### config.mk
export PLATFORM = sky130hd
export DESIGN_NAME = life_generation_row_stencil
export DESIGN_NICKNAME = d
export VERILOG_FILES = /design/src/hw/rtl/lgrs_pkg.sv /design/src/hw/rtl/life_generation_row_stencil.sv /design/src/hw/rtl/lgrs_lane.sv /design/src/hw/rtl/lgrs_row.sv /design/src/hw/rtl/lgrs_out_queue.sv
export SDC_FILE = /design/constraint.sdc
export NUM_CORES = 2
export LEC_CHECK = 0
export BUFFER_PORTS_ARGS = -buffer_cell sky130_fd_sc_hd__buf_2
export CAP_MARGIN = 5
export CELL_PAD_IN_SITES_DETAIL_PLACEMENT = 0
export CELL_PAD_IN_SITES_GLOBAL_PLACEMENT = 2
export CORE_MARGIN = 5
export CORE_UTILIZATION = 25
export DETAILED_ROUTE_END_ITERATION = 10
export PLACE_DENSITY = 0.6
export SLEW_MARGIN = 20
export SYNTH_ARGS = -nofsm -noshare
export SYNTH_HDL_FRONTEND = slang
export SYNTH_SLANG_ARGS = --single-unit
### constraint.sdc
create_clock -name clk -period 10.5 [get_ports clk]
set_input_delay 1.05 -clock clk [delete_from_list [all_inputs] [get_ports clk]]
set_output_delay 1.05 -clock clk [all_outputs]
set_load 0.1 [all_outputs]
### src/hw/rtl/lgrs_pkg.sv
// Shared types and constants for the Life row stencil.
// Used by the output queue, the row unit and the top level; no dependencies.
package lgrs_pkg;

  localparam int ROW_BITS    = 64;
  localparam int WIDTH_BITS  = 7;
  localparam logic [WIDTH_BITS-1:0] WIDTH_RESET = 7'd64;

  localparam int QUEUE_DEPTH = 4;
  localparam int QUEUE_IDX   = 2;
  localparam int QUEUE_CNT   = 3;

  // One result beat as it waits in the output queue.
  typedef struct packed {
    logic [ROW_BITS-1:0] cells;
    logic                last;
  } beat_t;

endpackage

### src/hw/rtl/life_generation_row_stencil.sv
// Channel  Dir  Fields (tdata low bit up / tlast)         Beat
// s_*      in   row_cells[63:0] / last_row                one grid row
// m_*      out  next_cells[63:0] / last_out               one new-generation row
// cfg_*    in   grid_width[6:0]                           register write
//
// A row is taken in the cycle it is offered whenever the result queue has two free places.
// With the output always ready the queue never holds more than two beats, so rows stream at
// one per cycle, the last row of a grid included.
// Results are computed in the accepting cycle and written to the queue that drives m_*.
// Reset (rst, synchronous) empties the queue, forgets held rows and sets the width to 64.
// A stalled output only blocks input once the four-entry queue cannot take two more beats.

// Top level of the Life row stencil: one generation of B3/S23, one grid row per beat.
// Depends on lgrs_pkg, lgrs_row and lgrs_out_queue.
module life_generation_row_stencil #(
  parameter int MAX_WIDTH = 64
) (
  input  logic        clk,
  input  logic        rst,
  // Configuration: grid_width.
  input  logic        cfg_wen,
  input  logic [6:0]  cfg_wdata,
  // Input rows.
  input  logic        s_tvalid,
  output logic        s_tready,
  input  logic [63:0] s_tdata,   // row_cells[63:0]
  input  logic        s_tlast,   // last_row
  // Output rows.
  output logic        m_tvalid,
  input  logic        m_tready,
  output logic [63:0] m_tdata,   // next_cells[63:0]
  output logic        m_tlast    // last_out
);

  // Width register; lanes only exist up to MAX_WIDTH, so larger values act as MAX_WIDTH.
  logic [lgrs_pkg::WIDTH_BITS-1:0] grid_width;

  // Row window. upper_row stays zero until two rows are held, which stands in
  // for the dead row above the top of the grid.
  logic [MAX_WIDTH-1:0] upper_row;
  logic [MAX_WIDTH-1:0] middle_row;
  logic                 has_middle;

  logic                 accept;
  logic [MAX_WIDTH-1:0] in_mask;
  logic [MAX_WIDTH-1:0] row_in;
  logic [MAX_WIDTH-1:0] first_above;
  logic [MAX_WIDTH-1:0] first_cur;
  logic [MAX_WIDTH-1:0] first_below;
  logic [MAX_WIDTH-1:0] first_row;
  logic [MAX_WIDTH-1:0] second_row;

  logic            push0;
  logic            push1;
  lgrs_pkg::beat_t beat0;
  lgrs_pkg::beat_t beat1;
  logic            room2;
  lgrs_pkg::beat_t head_beat;

  assign accept = s_tvalid && s_tready;

  // Input bits at or beyond the width are dropped before a row is held, so a later,
  // wider setting does not bring them back into play.
  for (genvar c = 0; c < MAX_WIDTH; c++) begin : g_in_mask
    assign in_mask[c] = grid_width > lgrs_pkg::WIDTH_BITS'(c);
  end

  assign row_in = s_tdata[MAX_WIDTH-1:0] & in_mask;

  always_ff @(posedge clk) begin
    if (rst) begin
      grid_width <= lgrs_pkg::WIDTH_RESET;
    end else if (cfg_wen) begin
      grid_width <= cfg_wdata;
    end
  end

  // The first row unit produces the row above the incoming one, or the lone row of a
  // one-row grid. The second produces the bottom row when the last row arrives.
  assign first_above = has_middle ? upper_row : '0;
  assign first_cur   = has_middle ? middle_row : row_in;
  assign first_below = has_middle ? row_in : '0;

  lgrs_row #(.WIDTH(MAX_WIDTH)) u_row_first (
    .grid_width (grid_width),
    .above      (first_above),
    .cur        (first_cur),
    .below      (first_below),
    .result     (first_row)
  );

  lgrs_row #(.WIDTH(MAX_WIDTH)) u_row_second (
    .grid_width (grid_width),
    .above      (middle_row),
    .cur        (row_in),
    .below      ('0),
    .result     (second_row)
  );

  // With nothing held and no last flag the row is only stored.
  assign push0       = accept && (has_middle || s_tlast);
  assign push1       = accept && has_middle && s_tlast;
  assign beat0.cells = lgrs_pkg::ROW_BITS'(first_row);
  assign beat0.last  = !has_middle;
  assign beat1.cells = lgrs_pkg::ROW_BITS'(second_row);
  assign beat1.last  = 1'b1;

  always_ff @(posedge clk) begin
    if (rst) begin
      upper_row  <= '0;
      middle_row <= '0;
      has_middle <= 1'b0;
    end else if (accept) begin
      if (s_tlast) begin
        upper_row  <= '0;
        middle_row <= '0;
        has_middle <= 1'b0;
      end else begin
        upper_row  <= has_middle ? middle_row : '0;
        middle_row <= row_in;
        has_middle <= 1'b1;
      end
    end
  end

  lgrs_out_queue u_queue (
    .clk       (clk),
    .rst       (rst),
    .push0     (push0),
    .data0     (beat0),
    .push1     (push1),
    .data1     (beat1),
    .room2     (room2),
    .out_valid (m_tvalid),
    .out_ready (m_tready),
    .out_data  (head_beat)
  );

  assign s_tready = room2;
  assign m_tdata  = head_beat.cells;
  assign m_tlast  = head_beat.last;

endmodule

### src/hw/rtl/lgrs_lane.sv
// One cell of the Life stencil: neighbour count and the B3/S23 rule.
// No dependencies.
module lgrs_lane (
  input  logic [2:0] above,
  input  logic [2:0] cur,
  input  logic [2:0] below,
  output logic       alive
);

  logic [3:0] count;

  assign count = 4'(above[0]) + 4'(above[1]) + 4'(above[2])
               + 4'(cur[0]) + 4'(cur[2])
               + 4'(below[0]) + 4'(below[1]) + 4'(below[2]);

  assign alive = (count == 4'd3) || ((count == 4'd2) && cur[1]);

endmodule

### src/hw/rtl/lgrs_row.sv
// One next-generation row: a lane per column and the width masking around them.
// Depends on lgrs_pkg and lgrs_lane.
module lgrs_row #(
  parameter int WIDTH = 64
) (
  input  logic [lgrs_pkg::WIDTH_BITS-1:0] grid_width,
  input  logic [WIDTH-1:0]                above,
  input  logic [WIDTH-1:0]                cur,
  input  logic [WIDTH-1:0]                below,
  output logic [WIDTH-1:0]                result
);

  logic [WIDTH-1:0] mask;
  logic [WIDTH+1:0] above_p;
  logic [WIDTH+1:0] cur_p;
  logic [WIDTH+1:0] below_p;
  logic [WIDTH-1:0] lane_alive;

  // Columns at or beyond the width are dead, and the grid edges pad with dead cells.
  for (genvar c = 0; c < WIDTH; c++) begin : g_mask
    assign mask[c] = grid_width > lgrs_pkg::WIDTH_BITS'(c);
  end

  assign above_p = {1'b0, above & mask, 1'b0};
  assign cur_p   = {1'b0, cur & mask, 1'b0};
  assign below_p = {1'b0, below & mask, 1'b0};

  for (genvar c = 0; c < WIDTH; c++) begin : g_lane
    lgrs_lane u_lane (
      .above (above_p[c+2:c]),
      .cur   (cur_p[c+2:c]),
      .below (below_p[c+2:c]),
      .alive (lane_alive[c])
    );
  end

  // Merge the lanes; columns outside the width are forced to zero.
  assign result = lane_alive & mask;

endmodule

### src/hw/rtl/lgrs_out_queue.sv
// Four-entry result queue that takes up to two beats a cycle and gives one while out_ready.
// Depends on lgrs_pkg.
module lgrs_out_queue (
  input  logic            clk,
  input  logic            rst,
  input  logic            push0,
  input  lgrs_pkg::beat_t data0,
  input  logic            push1,
  input  lgrs_pkg::beat_t data1,
  output logic            room2,
  output logic            out_valid,
  input  logic            out_ready,
  output lgrs_pkg::beat_t out_data
);

  lgrs_pkg::beat_t entries [lgrs_pkg::QUEUE_DEPTH];

  logic [lgrs_pkg::QUEUE_IDX-1:0] head;
  logic [lgrs_pkg::QUEUE_IDX-1:0] tail;
  logic [lgrs_pkg::QUEUE_CNT-1:0] count;
  logic [1:0]                     push_n;
  logic                           pop;

  assign push_n    = 2'(push0) + 2'(push1);
  assign out_valid = count != '0;
  assign pop       = out_valid && out_ready;
  assign out_data  = entries[head];
  assign room2     = count <= lgrs_pkg::QUEUE_CNT'(lgrs_pkg::QUEUE_DEPTH - 2);

  always_ff @(posedge clk) begin
    if (push0) begin
      entries[tail] <= data0;
    end
    if (push1) begin
      entries[tail + lgrs_pkg::QUEUE_IDX'(1)] <= data1;
    end
  end

  always_ff @(posedge clk) begin
    if (rst) begin
      head  <= '0;
      tail  <= '0;
      count <= '0;
    end else begin
      tail  <= tail + lgrs_pkg::QUEUE_IDX'(push_n);
      head  <= head + lgrs_pkg::QUEUE_IDX'(pop);
      count <= count + lgrs_pkg::QUEUE_CNT'(push_n) - lgrs_pkg::QUEUE_CNT'(pop);
    end
  end

endmodule

==> run metrics <==
number of flops mapped to enable cells by yosys=approximately 260; Max-Cap Viols=0; RSZ-0062 raised after global routing=no; post-DP HPWL=about 100 mm; Slew Viols, Final=0; layout cells sized above 1=13.14%; status=completed; HP Class=reg -> reg; worst relative slew slack=23.87%; number of synthesized register bits=403; Tot GR Track Use=17.58%; area of the multi-input gates=23,700 um^2; CTS H-tree depth=2; CTS tree=yes; Yosys warnings=0; clock slew at reported path FFs=0.06 ns; Setup WS pre-CTS=4.595 ns; Iteration-0 DRC Markers=approximately 2,100; Post-CTS Setup Bufs=0; grt ovf=0; WL/cell=23.59 um; Leak=17.63 nW; power per cell area=169.0 nW/um^2; I/O pin cnt=144; minimum clock period=5.981 ns; Pre-antenna DRT Iters=5; Post-Syn Instances=3,781; Die Span X=about 400 um; drt total wl=139.7 mm; Final Hold Viols=0; fmax=167.2 MHz; peak supply drop=0.1770 mV; first-pass GRT wire length=207.6 mm; vias in the first global route=29,978; CTS hold repair buffers=0; Vias=28,932; Async S/R FF share, synth=0%; Clock Latency Late Sink=0.66 ns; Final Cycle Share=between 50% and 60%; critical path class=reg -> reg; number of CTS-inserted buffers=54; Worst Skew=0.03613 ns; Fillers=15,932; Layout area overhead=13.31%; Root Driver=clkbuf_16; critical path arrival=6.43 ns; Mapped Area=37,530 um^2; post-route ant nets=0; Post-CTS Resized=0; setup violators final=0; Synth Net Count=about 4,500; Worst Tran Pin Value=1.142 ns; Worst EP required=10.95 ns; register area=10,650 um^2; Worst Path Max Fanout=44; startpoint types=flip-flop; Die ar.=158,000 um^2; CORE AREA=149,600 um^2; initial core utilization=25.09%; ys flop type=edfxtp_1; initial antenna violation count=21; Final WS setup=4.519 ns; Die H=397.5 um; largest net degree at the start of global routing=78; clk buf depth=3; Final nets=4,593; Yosys cell types=89; gp weighted congestion=about 0.8; sequential area share after synthesis=28.32%; num rows=142; I/O Buffers=about 140; Fin Setup TNS=0 ns; Post-route DRC=0; Power Total=0.007188 W; vias per cell=4.885; clock sinks=around 400; Critical Path Sink Type=flip-flop; Mean Syn Cell Area=around 10 um^2
==> worst paths after layout <==
path                         startpoint                    end  slack, ns  cells after the start
hold / removal    u_queue.entries[3][0]  u_queue.entries[3][0]       0.47                      1
hold reg to reg   u_queue.entries[3][0]  u_queue.entries[3][0]       0.47                      1
setup reg to reg          grid_width[3]  u_queue.entries[0][9]       4.52                     17
setup / recovery          grid_width[3]  u_queue.entries[0][9]       4.52                     17
==> cell usage in the layout (no fill, tap or decap), types with 52 or more instances in the layout <==
master | netlist | routed
inv_1 | 674 | 674
o22ai_1 | 202 | 202
buf_4 | 10 | 61
o2111ai_1 | 65 | 65
edfxtp_1 | 256 | 256
a21oi_1 | 81 | 81
nand3_1 | 110 | 110
mux4_2 | 65 | 65
mux2i_1 | 52 | 52
buf_2 | 49 | 142
nand2_1 | 257 | 251
a22oi_1 | 73 | 73
clkbuf_16 | 0 | 59
ha_1 | 301 | 301
dfxtp_1 | 147 | 139
nor2_1 | 283 | 282
nor2b_1 | 75 | 75
fa_1 | 357 | 357
==> cells by family after synthesis <==
logic type / share of synthesized area (%)
adders and majority gates: 29.08
AOI/OAI and AO/OA: 14.03
buffers and inverters: 8.894
DFF: 28.32
muxes: 6.517
xor gates and xnor gates: 1.190
and+or+nand+nor: 11.97
==> where the power goes <==
group          switching [W]  total (W)  internal, W
registers           0.000134    0.00196      0.00182
logic                0.00234    0.00319     0.000851
clock network       0.000824    0.00204      0.00122
total                0.00329    0.00719      0.00389
==> per-layer routing <==
layer | vias to the layer above | share of wire (%) | GRT usage [%]
met4 | 4 | 2.0 | 3.392
met2 | 715 | 47 | 29.24
met3 | 153 | 4.7 | 1.985
li1 | 13382 | - | -
met1 | 14678 | 47 | 24.80
met5 | - | 0.017 | 0
==> worst max-delay path: stages (launching register included) <==
cell and delay (ns):
dfxtp_2 0.85, inv_1 0.35, o21ai_1 0.72, nand3_1 0.28, inv_1 0.11, ha_1 0.23, inv_1 0.08, fa_1 0.42
or3_1 0.39, and2_1 0.16, ha_1 0.26, inv_1 0.05, fa_1 0.42, fa_1 0.39, or3b_2 0.45, o22ai_1 0.12
o2111ai_1 0.24, o22ai_1 0.24
==> per-stage QoR <==
step / util, % / hold WS [ns] / instances / instance area, um^2
floorplan: - / 0.4311 / 3781 / 37530
global placement: 27.12 / 0.4500 / 5818 / 40580
detailed placement: 27.13 / 0.4656 / 5818 / 40580
CTS: 28.42 / 0.4807 / 5920 / 42520
global route: 28.42 / 0.5118 / 5920 / 42520
finish: 28.43 / 0.4722 / 5923 / 42530
==> layout make-up <==
class,count,area share (%)
Clock buffer,73,3.863
Multi-Input combinational cell,2519,55.71
Antenna cell,3,0.01765
Timing Repair Buffer,204,2.774
Sequential cell,403,25.04
Inverter,676,5.966
Clock inverter,29,0.7002
Tap cell,2016,5.931
==> cells in the mapped netlist (all sizes together) (15+ instances only) <==
| master | number | share of area [%] |
|---|---|---|
| edfxtp | 256 | 20 |
| o2111ai | 65 | 1.5 |
| clkbuf | 114 | 1.1 |
| nor2b | 75 | 1.3 |
| nand2 | 258 | 2.6 |
| fa | 357 | 19 |
| and2 | 23 | 0.38 |
| ha | 301 | 10 |
| o21ai | 62 | 0.87 |
| nand2b | 24 | 0.40 |
| a211oi | 24 | 0.49 |
| nor4b | 25 | 0.58 |
| a22oi | 73 | 1.5 |
| nand3 | 111 | 1.5 |
| mux4 | 65 | 3.9 |
| a22o | 36 | 0.84 |
| a32oi | 41 | 0.96 |
| buf | 69 | 0.99 |
| and3 | 23 | 0.38 |
| o22ai | 202 | 3.4 |
| inv | 676 | 6.8 |
| mux2 | 41 | 1.2 |
| o211ai | 29 | 0.61 |
| nor2 | 284 | 2.8 |
| xor2 | 20 | 0.47 |
| nor4 | 18 | 0.49 |
| dfxtp | 147 | 7.8 |
| mux2i | 52 | 1.4 |
| a21oi | 85 | 1.2 |
| or2 | 20 | 0.33 |
| xnor2 | 31 | 0.72 |
| a31oi | 15 | 0.25 |
==> registers in the layout, indices dropped and copies added, names as in the netlist <==
signal and count:
u_queue.tail 2, u_queue.count 3, has_middle 1, u_queue.entries 260, u_queue.head 2, middle_row 64, grid_width 7, upper_row 64
(Power assumes the default switching activity.)
